--- src/design/ptct_pkg.sv ---
// Shared types and constants for the per-id traffic counter table.
package ptct_pkg;

  typedef enum logic [1:0] {
    OP_SEND = 2'd0,
    OP_RECV = 2'd1,
    OP_READ = 2'd2,
    OP_RSVD = 2'd3
  } op_e;

  localparam int unsigned IdW      = 16;
  localparam int unsigned SizeW    = 32;
  localparam int unsigned CntW     = 32;
  localparam int unsigned BytesW   = 48;
  localparam int unsigned InDataW  = 48;
  localparam int unsigned OutDataW = 216;

  localparam int unsigned QueueDepth = 2;
  localparam int unsigned QPtrW      = $clog2(QueueDepth);
  localparam int unsigned QCntW      = $clog2(QueueDepth + 1);

  // Classified work item handed from the front to the back.
  typedef struct packed {
    logic             rd;
    logic             snd;
    logic             id_ok;
    logic [IdW-1:0]   id;
    logic [SizeW-1:0] size;
  } cmd_t;

  typedef struct packed {
    logic full;
    logic empty;
  } q_stat_t;

  typedef struct packed {
    logic [CntW-1:0]   sc;
    logic [CntW-1:0]   rc;
    logic [BytesW-1:0] sb;
    logic [BytesW-1:0] rb;
    logic [SizeW-1:0]  pk;
  } entry_t;

  // Result word, declared in reverse stream order (last field at the lowest bits).
  typedef struct packed {
    logic [SizeW-1:0]  largest_size;
    logic [BytesW-1:0] recv_bytes;
    logic [BytesW-1:0] send_bytes;
    logic [CntW-1:0]   recv_count;
    logic [CntW-1:0]   send_count;
    logic              had_traffic;
    logic              id_valid;
    logic [IdW-1:0]    message_id_res;
  } res_t;

  localparam int unsigned ResW = $bits(res_t);

endpackage

--- src/design/ptct_queue.sv ---
// Short command queue between front and back.
module ptct_queue (
  input  logic              clk_i,
  input  logic              rst_ni,
  input  logic              push_i,
  input  ptct_pkg::cmd_t    cmd_i,
  input  logic              pop_i,
  output ptct_pkg::cmd_t    head_o,
  output ptct_pkg::q_stat_t stat_o
);

  ptct_pkg::cmd_t                   slot_q [ptct_pkg::QueueDepth];
  logic [ptct_pkg::QPtrW-1:0]       wr_q, wr_d, rd_q, rd_d;
  logic [ptct_pkg::QCntW-1:0]       cnt_q, cnt_d;
  logic                             do_push, do_pop;

  assign stat_o.full  = (cnt_q == ptct_pkg::QCntW'(ptct_pkg::QueueDepth));
  assign stat_o.empty = (cnt_q == '0);
  assign do_push      = push_i && !stat_o.full;
  assign do_pop       = pop_i && !stat_o.empty;
  assign head_o       = slot_q[rd_q];

  always_comb begin
    wr_d  = wr_q;
    rd_d  = rd_q;
    cnt_d = cnt_q;
    if (do_push) begin
      wr_d = (wr_q == ptct_pkg::QPtrW'(ptct_pkg::QueueDepth - 1)) ? '0 : wr_q + 1'b1;
    end
    if (do_pop) begin
      rd_d = (rd_q == ptct_pkg::QPtrW'(ptct_pkg::QueueDepth - 1)) ? '0 : rd_q + 1'b1;
    end
    case ({do_push, do_pop})
      2'b10:   cnt_d = cnt_q + 1'b1;
      2'b01:   cnt_d = cnt_q - 1'b1;
      default: cnt_d = cnt_q;
    endcase
  end

  always_ff @(posedge clk_i or negedge rst_ni) begin
    if (!rst_ni) begin
      wr_q  <= '0;
      rd_q  <= '0;
      cnt_q <= '0;
    end else begin
      wr_q  <= wr_d;
      rd_q  <= rd_d;
      cnt_q <= cnt_d;
    end
  end

  always_ff @(posedge clk_i) begin
    if (do_push) begin
      slot_q[wr_q] <= cmd_i;
    end
  end

endmodule

--- config.mk ---
export PLATFORM = sky130hd
export DESIGN_NAME = ptct_queue
export DESIGN_NICKNAME = d
export VERILOG_FILES = /design/src/design/ptct_pkg.sv /design/src/design/ptct_queue.sv
export SDC_FILE = /design/constraint.sdc
export NUM_CORES = 1
export LEC_CHECK = 0
export ABC_AREA = 1
export BUFFER_PORTS_ARGS = -buffer_cell sky130_fd_sc_hd__buf_2
export CAP_MARGIN = 30
export CORE_MARGIN = 5
export CORE_UTILIZATION = 45
export CTS_BUF_LIST = sky130_fd_sc_hd__clkbuf_16
export DETAILED_ROUTE_END_ITERATION = 8
export PLACE_DENSITY = 0.82
export SETUP_SLACK_MARGIN = 0.1
export SYNTH_ARGS = -nofsm -noshare
export SYNTH_HDL_FRONTEND = slang
export SYNTH_SLANG_ARGS = --single-unit
export TNS_END_PERCENT = 1
--- constraint.sdc ---
create_clock -name clk_i -period 8.4 [get_ports clk_i]
set_clock_uncertainty 0.2 [all_clocks]
set_input_delay 0.42 -clock clk_i [delete_from_list [all_inputs] [get_ports clk_i]]
set_output_delay 0.42 -clock clk_i [all_outputs]
set_load 0.02 [all_outputs]
### After elaboration in Yosys (flattened, before gate mapping)

Memory sizes are Yosys's and may differ from the RTL's.
Cells that the tools add are included.

| cells by class | value |
|---|---|
| $add $sub $neg | 4 |
| equality and inequality tests | 3 |
| mux-type cells | 5 |
| reductions and logical operators | 6 |

Operators by type and width:

| operator | number |
|---|---|
| $eq A2 B2 Y1 const B | 2 |
| $mux W1 | 4 |
| $pmux W2 S2 | 1 |
| $add A1 B1 Y1 const B | 2 |
| $add A2 B1 Y2 const B | 1 |
| $eq A2 B1 Y1 const B | 1 |
| $logic_and A1 B1 Y1 | 2 |
| $logic_not A1 Y1 | 2 |
| $logic_not A2 Y1 | 1 |
| $reduce_bool A2 Y1 | 1 |
| $sub A2 B1 Y2 const B | 1 |

| word-level totals | value |
|---|---|
| memories kept | 1 |
| word-level logic and storage cells | 22 |
| bits of input ports | 55 |
| register bits | 4 |
| output and inout bits | 53 |
| bits in writable memories | 102 |

Memory list:

| memory | depth | bits a word | read ports | clocked after memory_dff | write ports | RTL line | text |
|---|---|---|---|---|---|---|---|
| slot_q | 2 | 51 | 1 | 0 | 1 | ptct_queue.sv:12 | `ptct_pkg::cmd_t slot_q [ptct_pkg::QueueDepth];` |

### Longest topological paths before layout

Gate-level depths: netlist of the first run.

| depth | value |
|---|---|
| depth after elaboration | 5 |
| depth in mapped cells | 10 |
| depth with buffers taken out | 10 |

### Least setup slack after synthesis of the first run

No wires, ideal clock.

| timing | value |
|---|---|
| kind | reg-to-reg |
| start point | reg cnt_q[0] (netlist name) |
| end point | mem slot_q[1][0] (netlist name) (enable) |
| arrival | 2679 ps |
| data required time | 7740 ps |
| library setup time | 460 ps |
| path buffers | 0 |
| cell stages (with the launch flop) | 3 |
| path slack | 5062 ps |
| period minus slack after synthesis | 3338 ps |
| path through | dfrtp_1 > o21ai_2 > nor2_1 |

| on the way | value |
|---|---|
| longest elaborated chain between the ends | 5 |

Ends and longest elaborated chain:

| item | RTL line | text |
|---|---|---|
| from (decl) | ptct_queue.sv:14 | `logic [ptct_pkg::QCntW-1:0] cnt_q, cnt_d;` |
| from (signal assigned) | ptct_queue.sv:48 | `cnt_q <= cnt_d;` |
| $eq A2 B2 Y1 | ptct_queue.sv:17 | `assign stat_o.full = (cnt_q == ptct_pkg::QCntW'(ptct_pkg::QueueDepth));` |
| $logic_not A1 Y1 | ptct_queue.sv:19 | `assign do_push = push_i && !stat_o.full;` |
| $logic_and A1 B1 Y1 | ptct_queue.sv:19 |  |
| $mux W1 | ptct_queue.sv:53 | `if (do_push) begin` |
| $mux W1 (implied by the code) | ptct_queue.sv:54 | `slot_q[wr_q] <= cmd_i;` |
| to (decl) | ptct_queue.sv:12 |  |

Every way passes these cells.

==> results of run 1 <==
-- power by group through the flow --
stage | Combinational, mW | Clock (mW) | Sequential [mW]
floorplan | 0.471 | 0 | 0.764
global placement | 0.600 | 0 | 0.801
detailed placement | 0.621 | 0 | 0.806
CTS | 0.623 | 0.436 | 0.795
global route | 0.673 | 0.462 | 0.806
finish | 0.608 | 0.428 | 0.792
-- flip-flops by register name (all words and copies together), names as in the netlist --
signal  count
wr_q        1
slot_q    102
rd_q        1
cnt_q       2
-- kinds of logic after synthesis --
kind of cell,Yosys count
xor gates and xnor gates,1
buffers and inverters,21
and+or+nand+nor,169
DFF,106
adders and majority gates,1
AOI/OAI and AO/OA,1
-- final timing paths --
path                                  start                       to  slack, ns  cells after the start
setup / recovery           rd_q$_DFFE_PN0P_                head_o[6]       5.69                      4
hold / removal                    cmd_i[42]  slot_q[1][42]$_DFFE_PP_       0.08                      1
setup reg to reg           rd_q$_DFFE_PN0P_         rd_q$_DFFE_PN0P_       6.45                      3
hold reg to reg            wr_q$_DFFE_PN0P_         wr_q$_DFFE_PN0P_       0.29                      2
max in group asynchronous            rst_ni         rd_q$_DFFE_PN0P_       7.64                      2
min in group asynchronous            rst_ni         wr_q$_DFFE_PN0P_       0.22                      2
-- per-stage QoR --
| step | utilization (%) | std cells | area, um2 | hold slack [ns] |
|---|---|---|---|---|
| floorplan | - | 299 | 3989 | -0.07559 |
| global placement | 52.67 | 504 | 4571 | 0.02819 |
| detailed placement | 52.90 | 505 | 4591 | 0.02796 |
| CTS | 56.60 | 522 | 4912 | 0.06185 |
| global route | 56.60 | 522 | 4912 | 0.06421 |
| finish | 56.60 | 522 | 4912 | 0.07742 |
-- layout make-up --
class                   count  share of cell area (%)
repair buffers            110                   11.67
flip-flops and latches    106                   64.42
multi-input cells         172                   13.96
inverters                  10                  0.8660
well taps                 108                   2.751
clock inverters             7                   1.758
clock buffers               9                   4.585
-- layout by cell type (no fill, tap or decap) --
cell type / synthesis / routed
nand2_2: 2 / 2
nor2_4: 0 / 1
clkbuf_16: 0 / 9
dlygate4sd3_1: 0 / 1
inv_6: 1 / 1
clkinvlp_4: 0 / 2
ha_1: 1 / 1
nand3_1: 3 / 3
buf_4: 5 / 1
bufinv_16: 0 / 2
inv_1: 6 / 7
nor2_2: 1 / 1
buf_12: 0 / 1
buf_2: 0 / 107
dfrtp_1: 4 / 3
dfrtp_2: 0 / 1
inv_2: 3 / 4
xnor2_1: 1 / 1
o21ai_2: 1 / 1
edfxtp_1: 102 / 102
nand4_1: 1 / 1
clkinv_1: 0 / 1
nand2_1: 161 / 161
-- critical path, delay by kind of cell, from the launching register on --
kind / cells / cell delay [ns]
buffers and inverters: 2 / 0.47
and+or+nand+nor: 2 / 0.23
DFF: 1 / 1.00
-- layer usage --
| metal | routed length (um) | up-vias | share of wire, % | global-route usage [%] |
|---|---|---|---|---|
| met5 | 0 | - | 0 | 0 |
| met4 | 44 | 0 | 0.61 | 4.163 |
| met3 | 438 | 5 | 6.1 | 4.221 |
| met2 | 3739 | 72 | 52 | 23.09 |
| met1 | 3010 | 1132 | 42 | 16.46 |
| li1 | - | 1218 | - | - |
-- what timing repair did --
item                                    4_1_cts  5_1_grt
buffers inserted                              0        0
endpoints found under the setup margin        0        0
endpoints found under the hold margin         4        0
hold buffers                                  1        0
resized for setup                             0        0
==> metrics.cfg, run 1 <==
[drt]
wire_per_inst_um = 13.85
drc_errors = 0
ant_nets = 0
viasPerCell = 4.649
routed_wl_um = 7232
via_count = 2427
drt_iter0_markers = 79
drtPass1Iterations = 4

[synth]
synthAdderAreaFrac_pct = 0.3137
syn_inst = 299
synthXorXnorAreaFrac_pct = 0.2196
synth_top_family_by_area = simple AND/OR/NAND/NOR gates
synth_flop_cell = edfxtp_1
synth_simple_gate_area_share_pct = 16.25
synth_common_cells = nand2_1 (161), edfxtp_1 (102), buf_6 (6), inv_1 (6), buf_4 (5)
synth_edf_count = 102
synthMuxAreaShare_pct = 0
ys_warn_count = 0
ys_seq_area_share_pct = 79.30
syn_nets = 355
synth_area_per_cell_um2 = 13.34
synth.most_common_cell = nand2_1
synth_cell_types = 16
yosys-top-cells-area = edfxtp_1 (77%), nand2_1 (15%), dfrtp_1 (2.5%)
ys_ff_latch = 106
synth_compound_gate_area_share_pct = 0.2196
synth_top_area_share_pct = 76.79
async_flop_share_pct = 3.774
synth_area_leader_cell = edfxtp_1
syn_area_um2 = 3989

[worst_setup_path]
slowest_delay_ns = 1.00
cp-start-kind = flop
critPathMostFrequentCell = nand2_1
path_class = reg -> out
endpoint_kind = output pin
path_cells = inv_6 > nand2_1 > nand2_1 > buf_2
cp_max_fo = 53
cp.arrival_ns = 2.09
slowest_stage = dfrtp_2
critPathRequiredTime_ns = 7.78

[sta]
final_max_slew_viol_count = 0
post-route-min-period_ns = 2.714
rsz0062_at_grt = false
finalSetupViolCount = 0
fmaxAchievable_mhz = 368.5
max_slew.worst_pin.slew_ns = 0.9753
timing.final.crit_share_pct = 32.31
tns_ns = 0
relSlewSlack_pct = 34.98
finalHoldViolations = 0
layout_setup_ws_ns = 5.686

[clock_tree]
path_clk_slew_ns = 0.07
clock_latency_ns = 0.33
cts_inserted_buffers = 9
cts_tree = yes
htreeDepth = 3
root_buffer = clkbuf_16
clock-sinks = 106
cts.path.max_buffers = 2

[power_and_ir_drop]
p_seq_share_pct = 43.4
swShare_pct = 36.44
p_per_area_nw_per_um2 = 372.0
leakage_nw = 2.148
power.net_switching_uw = 665.9
combPwrFrac_pct = 33.3
irDropWorstVdd_mv = 0.1667
p_total_mw = 1.827
intPower_mw = 1.161
p_clk_share_pct = 23.4

[placement]
portBuffers = 107
hpwlAfterDp_um = 4859
gp_congestion = 0.7334
post-place-ws_ns = 5.990

[floorplanning]
die_w_um = 104.2
rows = 34
coreArea_um2 = 8678
initial_core_util_pct = 45.96
die-area_um2 = 10850
die-height_um = 104.2
ioPinCount = 108

[global_route]
grt.overflow.total = 0
grt_pass1_wl_um = 12060
antenna_found_initial = 0
track_usage_pct = 13.54
first_global_vias = 2519
grt_max_degree = 54

[layout]
nFillCells = 749
nNetsFinal = 465
drive_gt1_share_pct = 32.13
area_growth_pct = 23.15
multi_input_area_um2 = 685.7
register_area_um2 = 3164
antenna_cells = 0

[flow_run]
maxCapViolCount = 0

[status]
run_status = completed

[hold_path]
hp-class = in -> reg

Note: power is estimated with default switching activity, not from simulation.
==> inputs of run 2 (changes only) <==
--- a/config.mk
+++ b/config.mk
@@ -12,7 +12,7 @@
 export CORE_UTILIZATION = 45
 export CTS_BUF_LIST = sky130_fd_sc_hd__clkbuf_16
 export DETAILED_ROUTE_END_ITERATION = 8
-export PLACE_DENSITY = 0.82
+export PLACE_DENSITY = 0.85
 export SETUP_SLACK_MARGIN = 0.1
 export SYNTH_ARGS = -nofsm -noshare
 export SYNTH_HDL_FRONTEND = slang
==> constraint.sdc (replaced) <==
create_clock -name clk_i -period 2.4 [get_ports clk_i]
set_clock_uncertainty 0.2 [all_clocks]
set_input_delay 0.12 -clock clk_i [delete_from_list [all_inputs] [get_ports clk_i]]
set_output_delay 0.12 -clock clk_i [all_outputs]
set_load 0.02 [all_outputs]
==> run 2 against run 1 <==
Sequential share of layout area decreased by 6.2 points. Wire length is 17% higher. Clock power rose to 3.0 times the previous value. Combinational power grew to 3.9 times the previous value. Critical endpoint is now head_o[47]. Largest cell class unchanged.
==> metrics.cfg, run 2 (synthesis results as in run 1) <==
[worst_setup_path]
cp.arrival_ns = 1.60
crit_path_start = rd_q$_DFFE_PN0P_
critPathMostFrequentCell = nand2_1
rr_startpoint = cnt_q[0]$_DFFE_PN0P_
cp-start-kind = flop
critPathBufInv = 2
cp_max_fo = 52
path_cells = inv_6 > nand2_1 > nand2_1 > buf_2
path_class = reg -> out
endpoint_kind = output pin
path_delay_family = buffers and inverters
slowest_stage = dfrtp_2
r2r_setup_slack_ns = 0.74
slowest_delay_ns = 0.53
r2r_cells = 9
critPathRequiredTime_ns = 2.08
cp_num_cells = 4

[power_and_ir_drop]
swShare_pct = 38.00
irDropWorstVdd_mv = 0.6399
power.net_switching_mw = 2.414
p_per_area_nw_per_um2 = 1169
intPower_mw = 3.938
p_seq_share_pct = 42.2
p_clk_share_pct = 20.5
leakage_nw = 2.364
combPwrFrac_pct = 37.3

[drt]
via_count = 2719
wire_per_inst_um = 14.65
wl_met1_um = 3420
dr_wl_met2_um = 4565
drtPass1Iterations = 4
routed-wl-met3_um = 448
viasPerCell = 4.696
drc_errors = 0
drt_iter0_markers = 131
routed.top_layer = met4
routed_wl_um = 8484
ant_nets = 0

[hold_path]
hp-class = in -> reg
min_path_cells = 2
hold_path_startpoint = cmd_i[31]

[sta]
finalHoldViolations = 0
post-route-min-period_ns = 1.916
layout_setup_ws_ns = 0.4838
timing.final.crit_share_pct = 79.84
rsz0062_at_grt = false
tns_ns = 0
final_max_slew_viol_count = 0
finalSetupViolCount = 0
fmaxAchievable_mhz = 521.9
max_slew.worst_pin.slew_ns = 0.3866
relSlewSlack_pct = 74.21

[layout]
largest_register = slot_q
antenna_cells = 0
fin_area_um2 = 5434
nNetsFinal = 522
reg_top3 = slot_q: 102 flops, cnt_q: 2 flops
drive_gt1_share_pct = 29.09
final_common_cell = nand2_1
final_cell_mix = nand2_1 (161), buf_2 (107), edfxtp_1 (102)
area_growth_pct = 36.23
nFillCells = 707
final_util_pct = 62.62
largest_reg_flops = 102

[floorplanning]
die-area_um2 = 10850
die_w_um = 104.2
die-height_um = 104.2
rows = 34
initial_core_util_pct = 45.96
coreArea_um2 = 8678
ioPinCount = 108

[flow_run]
maxCapViolCount = 0

[global_route]
antenna_found_initial = 0
grt_pass1_wl_um = 13810
grt.overflow.total = 0
grt_max_degree = 53
track_usage_pct = 15.99
first_global_vias = 2774

[clock_tree]
htreeDepth = 3
cts_inserted_buffers = 9
root_buffer = clkbuf_16
cts_setup_buffers = 0
post_cts_resized = 0
clock_latency_ns = 0.32
clock-sinks = 106
path_clk_slew_ns = 0.07
cts_tree = yes
cts.path.max_buffers = 2

[placement]
portBuffers = 107
hpwlAfterDp_um = 5065
dpl-instance-area_um2 = 4613
gp_congestion = 0.7362
post-place-ws_ns = 0.7638

[status]
run_status = completed

[run 2: routing by layer]
metal	up-vias	GRT usage (%)
met5	-	0
met4	0	3.700
met3	4	4.655
met2	81	29.37
met1	1302	18.28
li1	1332	-
[run 2: worst paths after layout]
path / endpoint
worst max-delay path: head_o[47]
worst min-delay path: slot_q[0][31]$_DFFE_PP_
worst max register to register: cnt_q[1]$_DFFE_PN0P_
worst min register to register: wr_q$_DFFE_PN0P_
max in group asynchronous: rd_q$_DFFE_PN0P_
min in group asynchronous: cnt_q[1]$_DFFE_PN0P_
[run 2: layout make-up]
cell class	count	area (um2)	area share, %
clock buffer	9	225.2	4.145
clock inverter	7	45.04	0.8289
inverter	10	42.54	0.7829
multi-input combinational	172	685.7	12.62
sequential	106	3164	58.23
tap	108	135.1	2.487
timing repair buffer	167	1136	20.91
[run 2: power by group through the flow]
stage / logic (mW) / clock network (mW) / registers (mW)
6_report: 2.37 / 1.30 / 2.68
2_1_floorplan: 1.66 / 0 / 2.66
3_5_place_dp: 2.32 / 0 / 2.72
4_1_cts: 2.40 / 1.35 / 2.68
3_3_place_gp: 2.26 / 0 / 2.70
5_1_grt: 2.59 / 1.43 / 2.72
[run 2: per-stage QoR]
step	hold slack, ns	instances	power (mW)
final	0.3084	579	6.352
after global placement	-0.2706	508	4.960
after global routing	0.3001	579	6.740
after floorplan	-0.3756	299	4.319
after CTS	0.2984	579	6.423
after detailed placement	-0.2653	508	5.039
[run 2: what timing repair did]
item | in CTS | in global routing
hold buffers | 55 | 0
endpoints found under the hold margin | 108 | 0
setup endpoints to repair | 0 | 0
==> inputs of run 3 (changes only) <==
--- a/config.mk
+++ b/config.mk
@@ -5,14 +5,14 @@
 export SDC_FILE = /design/constraint.sdc
 export NUM_CORES = 1
 export LEC_CHECK = 0
-export ABC_AREA = 1
+export ABC_AREA = 0
 export BUFFER_PORTS_ARGS = -buffer_cell sky130_fd_sc_hd__buf_2
 export CAP_MARGIN = 30
 export CORE_MARGIN = 5
 export CORE_UTILIZATION = 45
 export CTS_BUF_LIST = sky130_fd_sc_hd__clkbuf_16
 export DETAILED_ROUTE_END_ITERATION = 8
-export PLACE_DENSITY = 0.85
+export PLACE_DENSITY = 0.84
 export SETUP_SLACK_MARGIN = 0.1
 export SYNTH_ARGS = -nofsm -noshare
 export SYNTH_HDL_FRONTEND = slang
==> constraint.sdc (replaced) <==
create_clock -name clk_i -period 1.6 [get_ports clk_i]
set_clock_uncertainty 0.2 [all_clocks]
set_input_delay 0.08 -clock clk_i [delete_from_list [all_inputs] [get_ports clk_i]]
set_output_delay 0.08 -clock clk_i [all_outputs]
set_load 0.02 [all_outputs]
==> run 3 against run 2 <==
The run now ends with setup timing left. Combinational power up 91%. Hold slack worse by 0.046 ns. Worst setup slack worse by 0.68 ns. Utilization up 3.1 points. Area after synthesis up 3.5%. Final area up 10%. Sequential power up 51%. Global-route usage down 2.6 points. Flip-flop and latch count unchanged. Critical path depth down 1. Largest cell class unchanged.
==> metrics.cfg, run 3 <==
[layout]
nNetsFinal = 410
final_cell_mix = edfxtp_1 (102), buf_2 (76), dlygate4sd3_1 (55)
final_common_cell = edfxtp_1
nFillCells = 602
largest_register = slot_q
antenna_cells = 0
reg_top3 = slot_q: 102 flops, cnt_q: 2 flops
drive_gt1_share_pct = 53.63
largest_reg_flops = 102
register_area_um2 = 3168
area_growth_pct = 45.03
multi_input_area_um2 = 913.4
final_util_pct = 65.74

[worst_setup_path]
cp_max_fo = 14
cp.arrival_ns = 1.52
rr_startpoint = cnt_q[0]$_DFFE_PN0P_
cp-start-kind = flop
worstReg2RegEnd = cnt_q[1]$_DFFE_PN0P_
r2r_cells = 6
r2r_setup_slack_ns = 0.01
critPathRequiredTime_ns = 1.32
endpoint_kind = output pin
path_class = reg -> out

[synth]
synth_top_family_by_area = multiplexers
synth_top_area_share_pct = 74.18
synth_simple_gate_area_share_pct = 0.8788
synth_cell_types = 15
synthMuxAreaShare_pct = 18.36
syn_area_um2 = 4129
syn_nets = 233
synthXorXnorAreaFrac_pct = 1.061
ys_warn_count = 0
synthAdderAreaFrac_pct = 0.3030
synth_edf_count = 102
synth_flop_cell = edfxtp_1
synth.most_common_cell = edfxtp_1
syn_inst = 177
synth_area_per_cell_um2 = 23.33
synth_area_leader_cell = edfxtp_1
ys_seq_area_share_pct = 76.61
async_flop_share_pct = 3.774
ys_ff_latch = 106
synth_compound_gate_area_share_pct = 0
synth_common_cells = edfxtp_1 (102), mux2_4 (49), buf_12 (5)
yosys-top-cells-area = edfxtp_1 (74%), mux2_4 (18%), buf_12 (2.4%)

[sta]
timing.final.crit_share_pct = 112.3
post-route-min-period_ns = 1.796
whs_ns = 0.2621
rsz0062_at_grt = true
final_max_slew_viol_count = 0
max_slew.worst_pin.slew_ns = 0.2347
layout_setup_ws_ns = -0.1962
fmaxAchievable_mhz = 556.7
relSlewSlack_pct = 84.35
finalSetupViolCount = 51
finalHoldViolations = 0
tns_ns = -8.570

[global_route]
grt_pass1_wl_um = 11440
grt.overflow.total = 0
grt_max_degree = 42
first_global_vias = 2355
track_usage_pct = 13.35
antenna_found_initial = 0

[floorplanning]
die_w_um = 105.8
die-area_um2 = 11190
die-height_um = 105.8
coreArea_um2 = 9109
rows = 35
initial_core_util_pct = 45.33
ioPinCount = 108

[drt]
viasPerCell = 4.644
ant_nets = 0
drt_iter0_markers = 102
drc_errors = 0
wire_per_inst_um = 15.82
via_count = 2178
drtPass1Iterations = 4
routed_wl_um = 7420

[flow_run]
maxCapViolCount = 0

[hold_path]
min_path_cells = 2
min_to = slot_q[1][24]$_DFFE_PP_
hold_path_startpoint = cmd_i[24]
hp-class = in -> reg

[power_and_ir_drop]
p_per_area_nw_per_um2 = 1827
leakage_nw = 2.426
irDropWorstVdd_mv = 1.086

[placement]
portBuffers = 107
gp_congestion = 0.6814
hpwlAfterDp_um = 4734

[clock_tree]
cts_inserted_buffers = 9
clock-sinks = 106
cts_tree = yes
clock_latency_ns = 0.33
htreeDepth = 3
cts.path.max_buffers = 2
path_clk_slew_ns = 0.07
root_buffer = clkbuf_16
cts_setup_buffers = 0

[status]
run_status = complete, but fails checks
violations = setup timing

[run 3: cell count changes in the layout (fill, tap and decap cells not counted), moves of 3 or more]
cell / delta
nand2_1: -161
mux2_4: +49
buf_2: -31
buf_6: +31
buf_12: +4
inv_1: -4
inv_2: -4
bufinv_16: +3
nand3_1: -3
[run 3: area by class of cell]
class	count	share of cell area [%]
inverter	1	0.06268
clock buffer	9	3.761
clock inverter	6	1.776
multi-input combinational	64	15.25
tap	111	2.319
sequential	106	52.90
timing repair buffer	172	23.92
[run 3: worst max-delay path by stage]
stage / slack [ns] / to / cells after the start / from
6_report: -0.20 / head_o[30] / 3 / rd_q$_DFFE_PN0P_
3_3_place_gp: 0.11 / slot_q[0][18]$_DFFE_PP_ / 4 / cnt_q[1]$_DFFE_PN0P_
3_5_place_dp: 0.003 / cnt_q[1]$_DFFE_PN0P_ / 5 / cnt_q[1]$_DFFE_PN0P_
2_1_floorplan: -0.39 / slot_q[0][0]$_DFFE_PP_ / 3 / cnt_q[0]$_DFFE_PN0P_
4_1_cts: -0.21 / head_o[28] / 3 / rd_q$_DFFE_PN0P_
5_1_grt: -0.24 / head_o[30] / 3 / rd_q$_DFFE_PN0P_
[run 3: power breakdown]
part | internal (mW) | switching [mW]
clock | 1.51 | 0.860
combinational | 2.35 | 2.17
sequential | 3.81 | 0.239
[run 3: critical path, cell delays in order, from the launching register on]
cell,delay [ns]
dfrtp_4,0.53
buf_12,0.18
mux2_4,0.30
buf_2,0.16
[run 3: cells by family (layout without fill, tap and decap cells)]
logic type,count (synthesis),in the layout
flip-flops,106,106
AND/OR/NAND/NOR,7,7
XOR/XNOR,5,5
multiplexers,51,51
adder cells (fa/ha/maj),1,1
buffers and inverters,7,188
[run 3: metal layers]
| layer | vias up | GRT usage [%] | wire [um] |
|---|---|---|---|
| met1 | 1051 | 14.39 | 2759 |
| met3 | 12 | 4.838 | 453 |
| met5 | - | 0 | 0 |
| met4 | 0 | 3.330 | 91 |
| met2 | 72 | 24.73 | 4116 |
| li1 | 1043 | - | - |
[run 3: repair_timing]
item                                    CTS  global route
gates resized for setup                  36            38
hold endpoints to repair                108             0
cloned                                    0             0
hold buffers                             55             0
endpoints found under the setup margin  122           154
pin swaps                                 4             1
[run 3: metrics by stage]
step / cell area [um2] / power [mW] / cells / setup slack (ns)
floorplan: 4153 / 6.927 / 177 / -0.3883
global placement: 4857 / 7.829 / 399 / 0.1108
global route: 5988 / 11.43 / 469 / -0.2414
CTS: 5868 / 10.73 / 469 / -0.2093
detailed placement: 4857 / 7.909 / 399 / 0.002532
finish: 5988 / 10.94 / 469 / -0.1962
