`src/design/ptct_pkg.sv`:
```
// Shared types and constants for the per-id traffic counter table.
package ptct_pkg;

  typedef enum logic [1:0] {
    OP_SEND = 2'd0,
    OP_RECV = 2'd1,
    OP_READ = 2'd2,
    OP_RSVD = 2'd3
  } op_e;

  localparam int unsigned IdW      = 16;
  localparam int unsigned SizeW    = 32;
  localparam int unsigned CntW     = 32;
  localparam int unsigned BytesW   = 48;
  localparam int unsigned InDataW  = 48;
  localparam int unsigned OutDataW = 216;

  localparam int unsigned QueueDepth = 2;
  localparam int unsigned QPtrW      = $clog2(QueueDepth);
  localparam int unsigned QCntW      = $clog2(QueueDepth + 1);

  // Classified work item handed from the front to the back.
  typedef struct packed {
    logic             rd;
    logic             snd;
    logic             id_ok;
    logic [IdW-1:0]   id;
    logic [SizeW-1:0] size;
  } cmd_t;

  typedef struct packed {
    logic full;
    logic empty;
  } q_stat_t;

  typedef struct packed {
    logic [CntW-1:0]   sc;
    logic [CntW-1:0]   rc;
    logic [BytesW-1:0] sb;
    logic [BytesW-1:0] rb;
    logic [SizeW-1:0]  pk;
  } entry_t;

  // Result word, declared in reverse stream order (last field at the lowest bits).
  typedef struct packed {
    logic [SizeW-1:0]  largest_size;
    logic [BytesW-1:0] recv_bytes;
    logic [BytesW-1:0] send_bytes;
    logic [CntW-1:0]   recv_count;
    logic [CntW-1:0]   send_count;
    logic              had_traffic;
    logic              id_valid;
    logic [IdW-1:0]    message_id_res;
  } res_t;

  localparam int unsigned ResW = $bits(res_t);

endpackage

```
`src/design/ptct_front.sv`:
```
// Front end: enable register, input classification and filtering.
module ptct_front #(
  parameter int unsigned ENTRIES = 256
) (
  input  logic                         clk_i,
  input  logic                         rst_ni,
  input  logic                         cfg_valid_i,
  input  logic                         cfg_data_i,
  input  logic                         in_valid_i,
  input  logic [1:0]                   in_op_i,
  input  logic [ptct_pkg::IdW-1:0]     in_id_i,
  input  logic [ptct_pkg::SizeW-1:0]   in_size_i,
  input  logic                         clr_busy_i,
  input  ptct_pkg::q_stat_t            q_stat_i,
  output logic                         in_ready_o,
  output logic                         push_o,
  output ptct_pkg::cmd_t               cmd_o
);

  logic en_q, en_d;
  logic id_ok, is_evt, is_rd, keep;

  assign en_d = cfg_valid_i ? cfg_data_i : en_q;

  always_ff @(posedge clk_i or negedge rst_ni) begin
    if (!rst_ni) begin
      en_q <= 1'b0;
    end else begin
      en_q <= en_d;
    end
  end

  always_comb begin
    id_ok  = {1'b0, in_id_i} < (ptct_pkg::IdW + 1)'(ENTRIES);
    is_rd  = (in_op_i == ptct_pkg::OP_READ);
    is_evt = (in_op_i == ptct_pkg::OP_SEND) || (in_op_i == ptct_pkg::OP_RECV);
    // drop disabled or out-of-range events and the reserved code
    keep   = is_rd || (is_evt && en_q && id_ok);
  end

  assign in_ready_o = !clr_busy_i && !q_stat_i.full;
  assign push_o     = in_valid_i && in_ready_o && keep;

  always_comb begin
    cmd_o.rd    = is_rd;
    cmd_o.snd   = (in_op_i == ptct_pkg::OP_SEND);
    cmd_o.id_ok = id_ok;
    cmd_o.id    = in_id_i;
    cmd_o.size  = in_size_i;
  end

endmodule

```
`config.mk`:
```
export PLATFORM = sky130hd
export DESIGN_NAME = ptct_front
export DESIGN_NICKNAME = d
export VERILOG_FILES = /design/src/design/ptct_pkg.sv /design/src/design/ptct_front.sv
export SDC_FILE = /design/constraint.sdc
export NUM_CORES = 1
export LEC_CHECK = 0
export BUFFER_PORTS_ARGS = -buffer_cell sky130_fd_sc_hd__buf_2
export CAP_MARGIN = 40
export CORE_MARGIN = 2
export CORE_UTILIZATION = 22
export CTS_CLUSTER_DIAMETER = 60
export DETAILED_ROUTE_END_ITERATION = 8
export GPL_ROUTABILITY_DRIVEN = 0
export PLACE_DENSITY = 0.83
export SLEW_MARGIN = 20
export SYNTH_ARGS = -nofsm -noshare
export SYNTH_HDL_FRONTEND = slang
export SYNTH_SLANG_ARGS = --single-unit
```
`constraint.sdc`:
```
create_clock -name clk_i -period 2.4 [get_ports clk_i]
set_input_delay 0.72 -clock clk_i [delete_from_list [all_inputs] [get_ports clk_i]]
set_output_delay 0.72 -clock clk_i [all_outputs]
set_load 0.05 [all_outputs]
```
After elaboration in Yosys (flattened, before gate mapping)

Cells that the tools add are included.
W data, S select, Z words.

Flip-flop bits (word level): 1
Bits of input ports: 58
Output and inout port bits: 53
Logic and storage cells: 14

Magnitude comparators: 1
Equality and inequality tests: 2
Reductions and logical operators: 10

Operators with widths:

| cell                  | count |
|---|---|
| $lt A16 B9 Y1 const B | 1 |
| $logic_and A1 B1 Y1   | 5 |
| $eq A2 B1 Y1 const B  | 1 |
| $eq A2 B2 Y1 const B  | 1 |
| $logic_not A1 Y1      | 2 |
| $logic_not A2 Y1      | 1 |
| $logic_or A1 B1 Y1    | 2 |

Depth between registers and ports, before layout

Gate-level depths: netlist of the first run.

Depth in word-level cells: 6
Mapped depth: 3
Depth with buffers taken out: 3

Worst setup path after synthesis of the first run

OpenSTA, ideal clock, no wires.

Kind: input to output
From: in q_stat_i[1] (netlist bit)
To: out push_o
Arrival time: 1,942 ps
Slack: -262 ps
Cell stages on the path: 2
Path buffers: 0
Path through: nor2_1 > o211a_1

Cells in the longest elaborated chain, start to end: 4

RTL lines:

| what                              | RTL line         | source |
|---|---|---|
| start: declaration                | ptct_front.sv:14 | `input ptct_pkg::q_stat_t q_stat_i,` |
| $logic_not A1 Y1                  | ptct_front.sv:41 | `assign in_ready_o = !clr_busy_i && !q_stat_i.full;` |
| $logic_and A1 B1 Y1               | ptct_front.sv:41 |  |
| $logic_and A1 B1 Y1 (2 in series) | ptct_front.sv:42 | `assign push_o = in_valid_i && in_ready_o && keep;` |
| end: declaration                  | ptct_front.sv:16 | `output logic push_o,` |

Every way passes these cells.

Worst setup path in the final report of the first run

From: in in_id_i[13] (netlist bit)
To: out push_o

Cells in the longest elaborated chain, start to end: 4

RTL lines:

| what                | RTL line         | source |
|---|---|---|
| start: declaration  | ptct_front.sv:11 | `input logic [ptct_pkg::IdW-1:0] in_id_i,` |
| $lt A16 B9 Y1       | ptct_front.sv:34 | `id_ok = {1'b0, in_id_i} < (ptct_pkg::IdW + 1)'(ENTRIES);` |
| $logic_and A1 B1 Y1 | ptct_front.sv:38 | `keep = is_rd \|\| (is_evt && en_q && id_ok);` |
| $logic_or A1 B1 Y1  | ptct_front.sv:38 |  |
| $logic_and A1 B1 Y1 | ptct_front.sv:42 |  |

Every way passes these cells.

==> results of run 1 <==
report_power, final:
part           switching, mW  internal, mW  total (mW)  leakage (nW)
Clock                      0             0           0             0
Sequential          0.000298        0.0187      0.0190        0.0121
Combinational         0.0514        0.0228      0.0742         0.164
area by class of cell:
class | instances | area [um^2]
Inverter | 1 | 3.75
Sequential cell | 1 | 25.0
Tap cell | 27 | 33.8
Timing Repair Buffer | 30 | 181
Multi-Input combinational cell | 10 | 86.3
Fill cell | 222 | 1650
metrics by stage:
step / util (%) / instance area, um^2 / TNS [ns] / hold WS, ns
floorplan: - / 478 / -0.116 / 0.424
global placement: 14.6 / 289 / -0.477 / 0.500
detailed placement: 14.6 / 289 / -0.484 / 0.502
CTS: 16.5 / 327 / -0.297 / 0.503
global route: 16.7 / 330 / -0.425 / 0.502
finish: 16.7 / 330 / -0.347 / 0.501
how the worst min path moves through the flow:
stage                       from          endpoint  depth (start not counted)
after floorplan           rst_ni  en_q$_DFFE_PN0P_                          0
after global placement    rst_ni  en_q$_DFFE_PN0P_                          1
after detailed placement  rst_ni  en_q$_DFFE_PN0P_                          1
after CTS                 rst_ni  en_q$_DFFE_PN0P_                          1
after global routing      rst_ni  en_q$_DFFE_PN0P_                          1
final                     rst_ni  en_q$_DFFE_PN0P_                          1
per-layer routing:
metal | wire (um) | vias up | track usage [%]
li1 | - | 104 | -
met2 | 427 | 45 | 12.1
met3 | 202 | 20 | 4.55
met1 | 199 | 111 | 3.46
met4 | 76 | 0 | 5.56
met5 | 0 | - | 0
timing repair:
action                     CTS  global route
setup endpoints to repair    2             2
pin swaps                    1             0
gates resized for setup      8             1
logic make-up after synthesis:
| group | share of synthesized area (%) |
|---|---|
| AND/OR/NAND/NOR | 10.4 |
| buffers and inverters | 81.0 |
| AO/OA/AOI/OAI | 3.21 |
| flip-flops | 5.35 |
critical path, stage by stage:
cell                      delay [ns]
sky130_fd_sc_hd__buf_6          0.09
sky130_fd_sc_hd__or4_4          0.54
sky130_fd_sc_hd__nor4_4         0.23
sky130_fd_sc_hd__o211a_4        0.18
sky130_fd_sc_hd__buf_8          0.14
==> Implementation_results.wiki, run 1 <==
{| class="wikitable"
! Metric !! Value
|-
| Run status || finished with violations
|-
| Failing checks || setup timing
|-
| DRT antenna net count || 0
|-
| Violation count after the first detailed-route iteration || 2
|-
| Placement row count || 16
|-
| Crit Reg-Reg Endpoint || en_q$_DFFE_PN0P_
|-
| Final setup fails || 2
|-
| Pre-CTS setup slack || -0.399 ns
|-
| Detailed-routing iteration count for the pre-antenna-repair pass || 4
|-
| Final min period || 2.63 ns
|-
| Synth Register Bits || 1
|-
| Largest reg by FF count || en_q
|-
| Critical Path RT || 1.68 ns
|-
| Depth of the worst register-to-register path || 2
|-
| Number of placed cells counting well taps || between 60 and 70
|-
| Max reg flops || 1
|-
| Post-Synthesis Cells || 62
|-
| Final clock period utilization by the worst path || 110%
|-
| Cell types with the largest area share after synthesis || sky130_fd_sc_hd__buf_4, sky130_fd_sc_hd__dfrtp_1, sky130_fd_sc_hd__or4_1
|-
| Largest voltage drop on the vdd net || between 0.07 and 0.08 mV
|-
| Vert. Die Dim || 50.1 um
|-
| Largest fanout of any net on the critical path || 2
|-
| Vias post-DR || 280
|-
| Worst setup path endpoint || push_o
|-
| Synthesized net count || 120
|-
| Core Region || around 0.0020 mm^2
|-
| Via count of the first global-routing pass || 279
|-
| Number of different library cells in the post-synthesis netlist || 10
|-
| Antenna violations before repair || 0
|-
| PortBufs || 29
|-
| Biggest registers after layout || en_q (1)
|-
| Top FF cell, synth || sky130_fd_sc_hd__dfrtp_1
|-
| Type of origin of the critical path || input pin
|-
| PnR worst setup slack || -0.229 ns
|-
| Max-slew headroom at the worst pin || 83.4%
|-
| Die outline width || 50.1 um
|-
| Cell Count, Final, Fillers Out || 69
|-
| Wire length of the first global-routing pass || 1270 um
|-
| Yosys Warn Count || 0
|-
| Power after layout || between 0.09 and 0.1 mW
|-
| Critical Setup Path Class || in2out
|-
| Reg-to-reg critical path startpoint || en_q$_DFFE_PN0P_
|-
| Drt wl/cell || 13.1 um
|-
| Max capacitance violation total || 0
|-
| Max Clk Rate || ~380 MHz
|-
| Signal arrival time at the worst endpoint || 1.91 ns
|-
| GR Util All Layers || 6.34%
|-
| Antenna Cells || 0
|-
| Crit. Startpoint || in_id_i[13]
|-
| Post-CTS setup repair buffer count || 0
|-
| Most area-hungry cell type in the Yosys netlist || sky130_fd_sc_hd__buf_4
|-
| Class of the most critical hold timing path || in2async
|-
| Setup repair after global routing missed its margin || yes
|-
| Overall routed net length || 905 um
|-
| Commonest non-fill, non-tap cell in the layout || sky130_fd_sc_hd__buf_2
|-
| Ratio of cells with drive above 1 in the final layout || 81.0%
|-
| Slew @ Worst Pin || between 0.2 and 0.3 ns
|-
| Clk pin slew, worst setup/hold paths || 0 ns
|-
| Via density || 4.06
|-
| Layout net count || ~100
|-
| Share of synthesized flip-flops with an asynchronous set or reset || 100%
|-
| R2r setup slk || approximately 1.7 ns
|-
| Die area || 0.00251 mm^2
|-
| Area Growth Syn to Fin || -29.4%
|-
| Sequential-to-total area share from yosys stat || 5.35%
|-
| Mean post-synth cell area || 7.55 um^2
|-
| Post-synth EDFFs || 0
|-
| Ports placed on the boundary || 111
|-
| Most frequent cells after synthesis || sky130_fd_sc_hd__buf_4, sky130_fd_sc_hd__nor2_1, sky130_fd_sc_hd__or4_1
|-
| Cell area power density || about 280 mW/mm^2
|-
| Final routed DRC violation total || 0
|-
| Syn Std Cell Area || 468 um^2
|-
| Final Slew Violations || 0
|-
| Worst-Skew Late Latency || 0 ns
|-
| Effective utilization at floorplan || 23.6%
|-
| Clock Skew || 0 ns
|-
| Total count of hold-check failures in the final report || 0
|-
| Dominant cell by count in the synthesized netlist || sky130_fd_sc_hd__buf_4
|-
| Area fraction of the dominant cell type after synthesis || 80.2%
|-
| Leakage power || 0.176 nW
|-
| Commonest non-fill, non-tap cells in the layout || sky130_fd_sc_hd__buf_2, sky130_fd_sc_hd__buf_6, sky130_fd_sc_hd__nor2_1
|-
| CP endpoint kind || output pin
|-
| Pin count of the biggest net entering global routing || 4
|-
| Global route overflow || 0
|-
| Post-CTS Hold Buffers || 0
|}
Note: power is estimated with default switching activity, not from simulation.
==> inputs of run 2 (changes only) <==
--- a/config.mk
+++ b/config.mk
@@ -5,6 +5,7 @@
 export SDC_FILE = /design/constraint.sdc
 export NUM_CORES = 1
 export LEC_CHECK = 0
+export ABC_AREA = 1
 export BUFFER_PORTS_ARGS = -buffer_cell sky130_fd_sc_hd__buf_2
 export CAP_MARGIN = 40
 export CORE_MARGIN = 2
@@ -12,7 +13,7 @@
 export CTS_CLUSTER_DIAMETER = 60
 export DETAILED_ROUTE_END_ITERATION = 8
 export GPL_ROUTABILITY_DRIVEN = 0
-export PLACE_DENSITY = 0.83
+export PLACE_DENSITY = 0.82
 export SLEW_MARGIN = 20
 export SYNTH_ARGS = -nofsm -noshare
 export SYNTH_HDL_FRONTEND = slang
==> run 2 against run 1 <==
Compared with the run above: setup slack gained 0.32 ns; maximum frequency grew 14%; wire length shrank 0.22%; sequential cell count is the same; critical path depth grew 2; critical path type unchanged; cell count grew 10%; highest routed layer unchanged; register-to-register slack gained 0.07 ns; the run now ends clean; utilization shrank 1.6 points.
==> Implementation_results.wiki, run 2 <==
{| class="wikitable"
! Metric !! Value
|-
| Fin util || 15.1% (-1.6 points)
|-
| Post-CTS setup repair buffer count || 0 (unchanged)
|-
| Top FF cell, synth || sky130_fd_sc_hd__dfrtp_1
|-
| R2r setup slk || 1.80 ns (+0.07 ns)
|-
| Reg-to-reg critical path startpoint || en_q$_DFFE_PN0P_
|-
| Worst-Skew Late Latency || 0 ns (unchanged)
|-
| Most frequent cells after synthesis || sky130_fd_sc_hd__buf_4, sky130_fd_sc_hd__nor2_1, sky130_fd_sc_hd__nand2_1
|-
| Clk pin slew, worst setup/hold paths || 0 ns (unchanged)
|-
| Max Clk Rate || 433 MHz (+14%)
|-
| Final routed DRC violation total || 0 (unchanged)
|-
| Compound-Gate Fraction of Synth Area || 2.86% (-0.34 points)
|-
| Biggest registers after layout || en_q (1)
|-
| Drt wl/cell || 11.9 um (-9.4%)
|-
| Sequential-to-total area share from yosys stat || 5.21% (-0.14 points)
|-
| Filler cells || 244 (+9.9%)
|-
| Ratio of cells with drive above 1 in the final layout || 65.3% (-16 points)
|-
| Critical Path RT || 1.68 ns (about the same)
|-
| Setup repair after global routing missed its margin || no
|-
| Commonest non-fill, non-tap cell in the layout || sky130_fd_sc_hd__buf_2
|-
| Slew @ Worst Pin || 0.263 ns (+0.0113 ns)
|-
| Max capacitance violation total || 0 (unchanged)
|-
| Cell types with the largest area share after synthesis || sky130_fd_sc_hd__buf_4, sky130_fd_sc_hd__nor2_1, sky130_fd_sc_hd__dfrtp_1
|-
| Wire length of the first global-routing pass || 1020 um (-20%)
|-
| Yosys Warn Count || 0 (unchanged)
|-
| Effective utilization at floorplan || 24.0% (+0.39 points)
|-
| XOR/XNOR share of the synthesized area || 0% (unchanged)
|-
| Share of synthesized flip-flops with an asynchronous set or reset || 100% (unchanged)
|-
| Clock Skew || 0 ns (unchanged)
|-
| Detailed-routing iteration count for the pre-antenna-repair pass || 2 (-2)
|-
| Simple logic cell fraction of the synthesized area || 11.5% (+1.0 points)
|-
| Die outline width || 50.7 um (+1.2%)
|-
| Final min period || 2.31 ns (-0.317 ns)
|-
| CP endpoint kind || output pin
|-
| Setup_tns || 0 ns (+0.347 ns)
|-
| Via density || 3.80 (-6.3%)
|-
| Critical Setup Path Class || in2out
|-
| Cell area power density || 301 mW/mm^2 (+6.9%)
|-
| Post-CTS Resized || 0 (-8)
|-
| Synth Area in Adders || 0% (unchanged)
|-
| Largest voltage drop on the vdd net || 0.100 mV (+26%)
|-
| Signal arrival time at the worst endpoint || 1.59 ns (-0.32 ns)
|-
| Run status || finished, final reports clean
|-
| Type of origin of the critical path || input pin
|-
| Syn Std Cell Area || 480 um^2 (+2.7%)
|-
| Overall routed net length || 903 um (-0.22%)
|-
| Largest fanout of any net on the critical path || 2 (unchanged)
|-
| Number of different library cells in the post-synthesis netlist || 8 (-2)
|-
| Antenna Cells || 0 (unchanged)
|-
| Synthesized net count || 128 (+6.7%)
|-
| Dominant cell by count in the synthesized netlist || sky130_fd_sc_hd__buf_4
|-
| Multiplexer share of the synthesized area || 0% (unchanged)
|-
| DRT antenna net count || 0 (unchanged)
|-
| Class of the most critical hold timing path || in2async
|-
| Total count of hold-check failures in the final report || 0 (unchanged)
|-
| Placement-stage cell area || 299 um^2 (+3.5%)
|-
| Violation count after the first detailed-route iteration || 4 (+2)
|-
| Antenna violations before repair || 0 (unchanged)
|-
| Global route overflow || 0 (unchanged)
|-
| Vert. Die Dim || 50.7 um (+1.2%)
|-
| Cell area after layout || 302 um^2 (-8.7%)
|-
| Commonest non-fill, non-tap cells in the layout || sky130_fd_sc_hd__buf_2, sky130_fd_sc_hd__nor2_1, sky130_fd_sc_hd__nand2_1
|-
| Ports placed on the boundary || 111 (unchanged)
|-
| Worst setup path endpoint || push_o
|-
| Synth Register Bits || 1 (unchanged)
|-
| Dominant combinational cell family by area after synthesis || buffers and inverters
|-
| Post-synth EDFFs || 0 (unchanged)
|-
| Placement row count || 16 (unchanged)
|-
| Post-Synthesis Cells || 70 (+13%)
|-
| Max-slew headroom at the worst pin || 82.6% (-0.75 points)
|-
| GR Util All Layers || 5.38% (-0.96 points)
|-
| Depth of the worst register-to-register path || 2 (unchanged)
|-
| Final Slew Violations || 0 (unchanged)
|-
| Crit. Startpoint || in_id_i[12]
|-
| Area Growth Syn to Fin || -37.2%
|-
| Core Region || 0.00200 mm^2 (+1.0%)
|-
| Mean post-synth cell area || 6.86 um^2 (-9.1%)
|-
| Leakage power || 0.168 nW (-4.5%)
|-
| Half-perimeter wire length after placement || 821 um
|-
| Layout net count || 109 (+6.9%)
|-
| Vias post-DR || 289 (+3.2%)
|-
| Post-CTS Hold Buffers || 0 (unchanged)
|-
| Cell Count, Final, Fillers Out || 76 (+10%)
|-
| Largest reg by FF count || en_q
|-
| Most area-hungry cell type in the Yosys netlist || sky130_fd_sc_hd__buf_4
|-
| Final setup fails || 0 (-2)
|-
| Power after layout || 0.0909 mW (-2.4%)
|-
| Via count of the first global-routing pass || 236 (-15%)
|-
| Area fraction of the dominant cell type after synthesis || 78.1% (-2.1 points)
|-
| Die area || 0.00257 mm^2 (+2.4%)
|-
| Max reg flops || 1 (unchanged)
|-
| Final clock period utilization by the worst path || 96.3% (-13 points)
|-
| Number of placed cells counting well taps || 76 (+10%)
|-
| Pin count of the biggest net entering global routing || 4 (unchanged)
|-
| PortBufs || 29 (unchanged)
|-
| Crit Reg-Reg Endpoint || en_q$_DFFE_PN0P_
|}
run 2: cell types whose count changed after synthesis, moves of 2 or more:
| cell | change |
|---|---|
| sky130_fd_sc_hd__inv_1 | +2 |
| sky130_fd_sc_hd__or4_1 | -2 |
| sky130_fd_sc_hd__nor2_1 | +5 |
| sky130_fd_sc_hd__nand2_1 | +4 |
run 2: worst min-delay path by stage:
stage | startpoint | end | slack [ns] | cells past startpoint
global route | rst_ni | en_q$_DFFE_PN0P_ | 0.50 | 1
finish | rst_ni | en_q$_DFFE_PN0P_ | 0.50 | 1
CTS | rst_ni | en_q$_DFFE_PN0P_ | 0.50 | 1
floorplan | rst_ni | en_q$_DFFE_PN0P_ | 0.42 | 0
detailed placement | rst_ni | en_q$_DFFE_PN0P_ | 0.50 | 1
global placement | rst_ni | en_q$_DFFE_PN0P_ | 0.50 | 1
run 2: cell families after synthesis:
group           Yosys count
buf+inv                  53
simple gates             14
compound gates            2
flops                     1
run 2: worst max-delay path: stages:
cell and delay (ns):
sky130_fd_sc_hd__buf_2 0.12, sky130_fd_sc_hd__nor2_1 0.08, sky130_fd_sc_hd__nand2_1 0.07, sky130_fd_sc_hd__nor2_2 0.15, sky130_fd_sc_hd__nand2_1 0.11, sky130_fd_sc_hd__a21oi_4 0.11
sky130_fd_sc_hd__clkbuf_4 0.23
run 2: cell type report:
type                       instances  area, um^2  share of cell area, %
sequential                         1        25.0                   8.30
inverter                           3        11.3                   3.73
timing repair buffer              29         148                   49.0
tap                               27        33.8                   11.2
multi-input combinational         16        83.8                   27.8
run 2: routing by layer:
layer,wire length [um],up-vias,part of all wire [%],global-route usage [%]
met2,453,41,50,13.6
met5,0,-,0,0
met4,40,0,4.4,3.60
met3,211,14,23,0.595
met1,197,116,22,2.67
li1,-,118,-,-
run 2: report_power, final:
part / internal, mW / total, mW / leakage, nW / switching, mW
combinational: 0.0197 / 0.0719 / 0.156 / 0.0522
clock: 0 / 0 / 0 / 0
sequential: 0.0187 / 0.0190 / 0.0121 / 0.000350
run 2: stage by stage:
| stage | setup slack (ns) | hold WS, ns |
|---|---|---|
| after floorplan | 0.200 | 0.424 |
| after global placement | 0.0662 | 0.495 |
| after detailed placement | 0.0521 | 0.497 |
| after CTS | 0.0496 | 0.497 |
| after global routing | 0.0233 | 0.497 |
| final | 0.0880 | 0.495 |
==> inputs of run 3 (changes only) <==
==> constraint.sdc (replaced) <==
create_clock -name clk_i -period 2.4 [get_ports clk_i]
set_input_delay 0.12 -clock clk_i [delete_from_list [all_inputs] [get_ports clk_i]]
set_output_delay 0.12 -clock clk_i [all_outputs]
set_load 0.05 [all_outputs]
==> run 3 against run 2 <==
Compared with the run above: via count is 8.7% lower; register-to-register slack barely moved; global-route usage decreased by 0.62 points; hold slack got worse by 0.26 ns; sequential power about the same; critical path type unchanged; critical endpoint unchanged; largest cell class unchanged.
==> Implementation_results.wiki, run 3 (synthesis gave the netlist of run 2 again) <==
{| class="wikitable"
! Metric !! Value
|-
| Run status || finished, final reports clean
|-
| GRT busiest layer || met2
|-
| Net Sw Power || 0.0500 mW (-4.8%)
|-
| Effective utilization at floorplan || 24.0% (unchanged)
|-
| Antenna violations before repair || 0 (unchanged)
|-
| Global-route track usage on met1 || 4.63% (+2.0 points)
|-
| Cell internal power dissipation || 0.0385 mW (+0.46%)
|-
| Die outline width || 50.7 um (unchanged)
|-
| Die area || 0.00257 mm^2 (unchanged)
|-
| Number of buffer and inverter stages on the critical path || 2 (unchanged)
|-
| Commonest non-fill, non-tap cells in the layout || sky130_fd_sc_hd__buf_2, sky130_fd_sc_hd__nor2_1, sky130_fd_sc_hd__nand2_1
|-
| Core Region || 0.00200 mm^2 (unchanged)
|-
| CP endpoint kind || output pin
|-
| GR Util All Layers || 4.76% (-0.62 points)
|-
| Class of the most critical hold timing path || in2out
|-
| Vert. Die Dim || 50.7 um (unchanged)
|-
| Critical-path cell list || buf_2 -> nor2_1 -> nand2_1 -> nor2_2 -> nand2_1 -> a21oi_2 -> buf_2
|-
| Global route overflow || 0 (unchanged)
|-
| Met3 usage || 2.08% (+1.5 points)
|-
| Leakage power || 0.172 nW (+2.1%)
|-
| Worst-Skew Late Latency || 0 ns (unchanged)
|-
| DRT antenna net count || 0 (unchanged)
|-
| Vias post-DR || 264 (-8.7%)
|-
| Final-layout worst hold slack || 0.240 ns (-0.255 ns)
|-
| Placement row count || 16 (unchanged)
|-
| CP delay by family, top || buffers and inverters
|-
| Biggest registers after layout || en_q (1)
|-
| Gate power share || 78.5% (-0.6 points)
|-
| Layout net count || 110 (+0.92%)
|-
| PortBufs || 29 (unchanged)
|-
| Clock Skew || 0 ns (unchanged)
|-
| Drt wl/cell || 8.48 um (-29%)
|-
| Overall routed net length || 653 um (-28%)
|-
| Final setup fails || 0 (unchanged)
|-
| Post-CTS setup repair buffer count || 0 (unchanged)
|-
| Final clock period utilization by the worst path || 44.0% (-52 points)
|-
| Max-slew headroom at the worst pin || 82.5% (-0.085 points)
|-
| Max Clk Rate || 947 MHz (+120%)
|-
| Antenna Cells || 0 (unchanged)
|-
| Filler cells || 242 (-0.82%)
|-
| Critical Path RT || 2.28 ns (+0.60 ns)
|-
| Global Route met2 Usage || 8.33% (-5.3 points)
|-
| Via density || 3.43 (-9.8%)
|-
| Largest fanout of any net on the critical path || 2 (unchanged)
|-
| Ports placed on the boundary || 111 (unchanged)
|-
| Setup_tns || 0 ns (unchanged)
|-
| Type of origin of the critical path || input pin
|-
| Slowest cell delay on critical path || 0.27 ns (+0.04 ns)
|-
| FF+latch area || 25.0 um^2 (unchanged)
|-
| Slew @ Worst Pin || 0.264 ns (+0.00129 ns)
|-
| Largest reg by FF count || en_q
|-
| Detailed-routing iteration count for the pre-antenna-repair pass || 4 (+2)
|-
| Wire length of the first global-routing pass || 1010 um (-1.4%)
|-
| Setup repair after global routing missed its margin || no
|-
| Pin count of the biggest net entering global routing || 4 (unchanged)
|-
| Power share of the clock group || 0% (unchanged)
|-
| Final routed DRC violation total || 0 (unchanged)
|-
| Slowest-stage cell, CP || sky130_fd_sc_hd__buf_2
|-
| Final min period || 1.06 ns (-1.26 ns)
|-
| Ratio of cells with drive above 1 in the final layout || 62.0% (-3.3 points)
|-
| Commonest non-fill, non-tap cell in the layout || sky130_fd_sc_hd__buf_2
|-
| Max reg flops || 1 (unchanged)
|-
| Largest voltage drop on the vdd net || 0.118 mV (+18%)
|-
| Via count of the first global-routing pass || 251 (+6.4%)
|-
| Violation count after the first detailed-route iteration || 1 (-3)
|-
| Critical Setup Path Class || in2out
|-
| Cell area power density || 301 mW/mm^2 (about the same)
|-
| Multi-input combinational cell area || 68.8 um^2 (-18%)
|-
| Final Slew Violations || 0 (unchanged)
|-
| Area Growth Syn to Fin || -38.8%
|-
| Net switching share of the total power || 56.5% (-1.3 points)
|-
| Max capacitance violation total || 0 (unchanged)
|-
| Flop pwr share || 21.5% (+0.6 points)
|-
| Fin util || 14.7% (-0.38 points)
|-
| Total count of hold-check failures in the final report || 0 (unchanged)
|-
| Signal arrival time at the worst endpoint || 0.94 ns (-0.65 ns)
|}
-- run 3: area by class of cell --
| cell class | instances | share of cell area, % |
|---|---|---|
| timing repair buffer | 30 | 52.8 |
| multi-input combinational | 16 | 23.4 |
| inverter | 3 | 3.83 |
| sequential | 1 | 8.51 |
| tap | 27 | 11.5 |
-- run 3: routing by layer --
layer	share of wire (%)	vias up
met4	4.1	0
li1	-	119
met3	18	6
met1	30	104
met5	0	-
met2	47	35
-- run 3: final timing paths --
kind,slack [ns],startpoint,cells past startpoint,endpoint
setup / recovery,1.34,in_id_i[15],7,push_o
hold / removal,0.24,in_size_i[15],0,cmd_o[15]
setup reg to reg,1.80,en_q$_DFFE_PN0P_,2,en_q$_DFFE_PN0P_
hold reg to reg,0.52,en_q$_DFFE_PN0P_,2,en_q$_DFFE_PN0P_
max in group asynchronous,1.88,rst_ni,2,en_q$_DFFE_PN0P_
min in group asynchronous,0.43,rst_ni,2,en_q$_DFFE_PN0P_
-- run 3: per-stage QoR --
step / power (mW) / cells / cell area (um^2) / setup WS, ns
final: 0.0886 / 77 / 294 / 1.34
after global routing: 0.0938 / 77 / 294 / 1.21
after CTS: 0.0891 / 77 / 294 / 1.32
after detailed placement: 0.0878 / 76 / 284 / 1.32
after global placement: 0.0873 / 76 / 284 / 1.33
after floorplan: 0.254 / 70 / 480 / 0.844
-- run 3: timing repair --
item	4_1_cts	5_1_grt
hold buffers	1	0
endpoints found under the hold margin	1	0
resized for setup	0	0
-- run 3: power by group through the flow --
stage,logic (mW),clock network (mW),registers [mW]
3_5_place_dp,0.0686,0,0.0191
2_1_floorplan,0.235,0,0.0189
5_1_grt,0.0744,0,0.0194
3_3_place_gp,0.0684,0,0.0190
6_report,0.0695,0,0.0191
4_1_cts,0.0700,0,0.0191
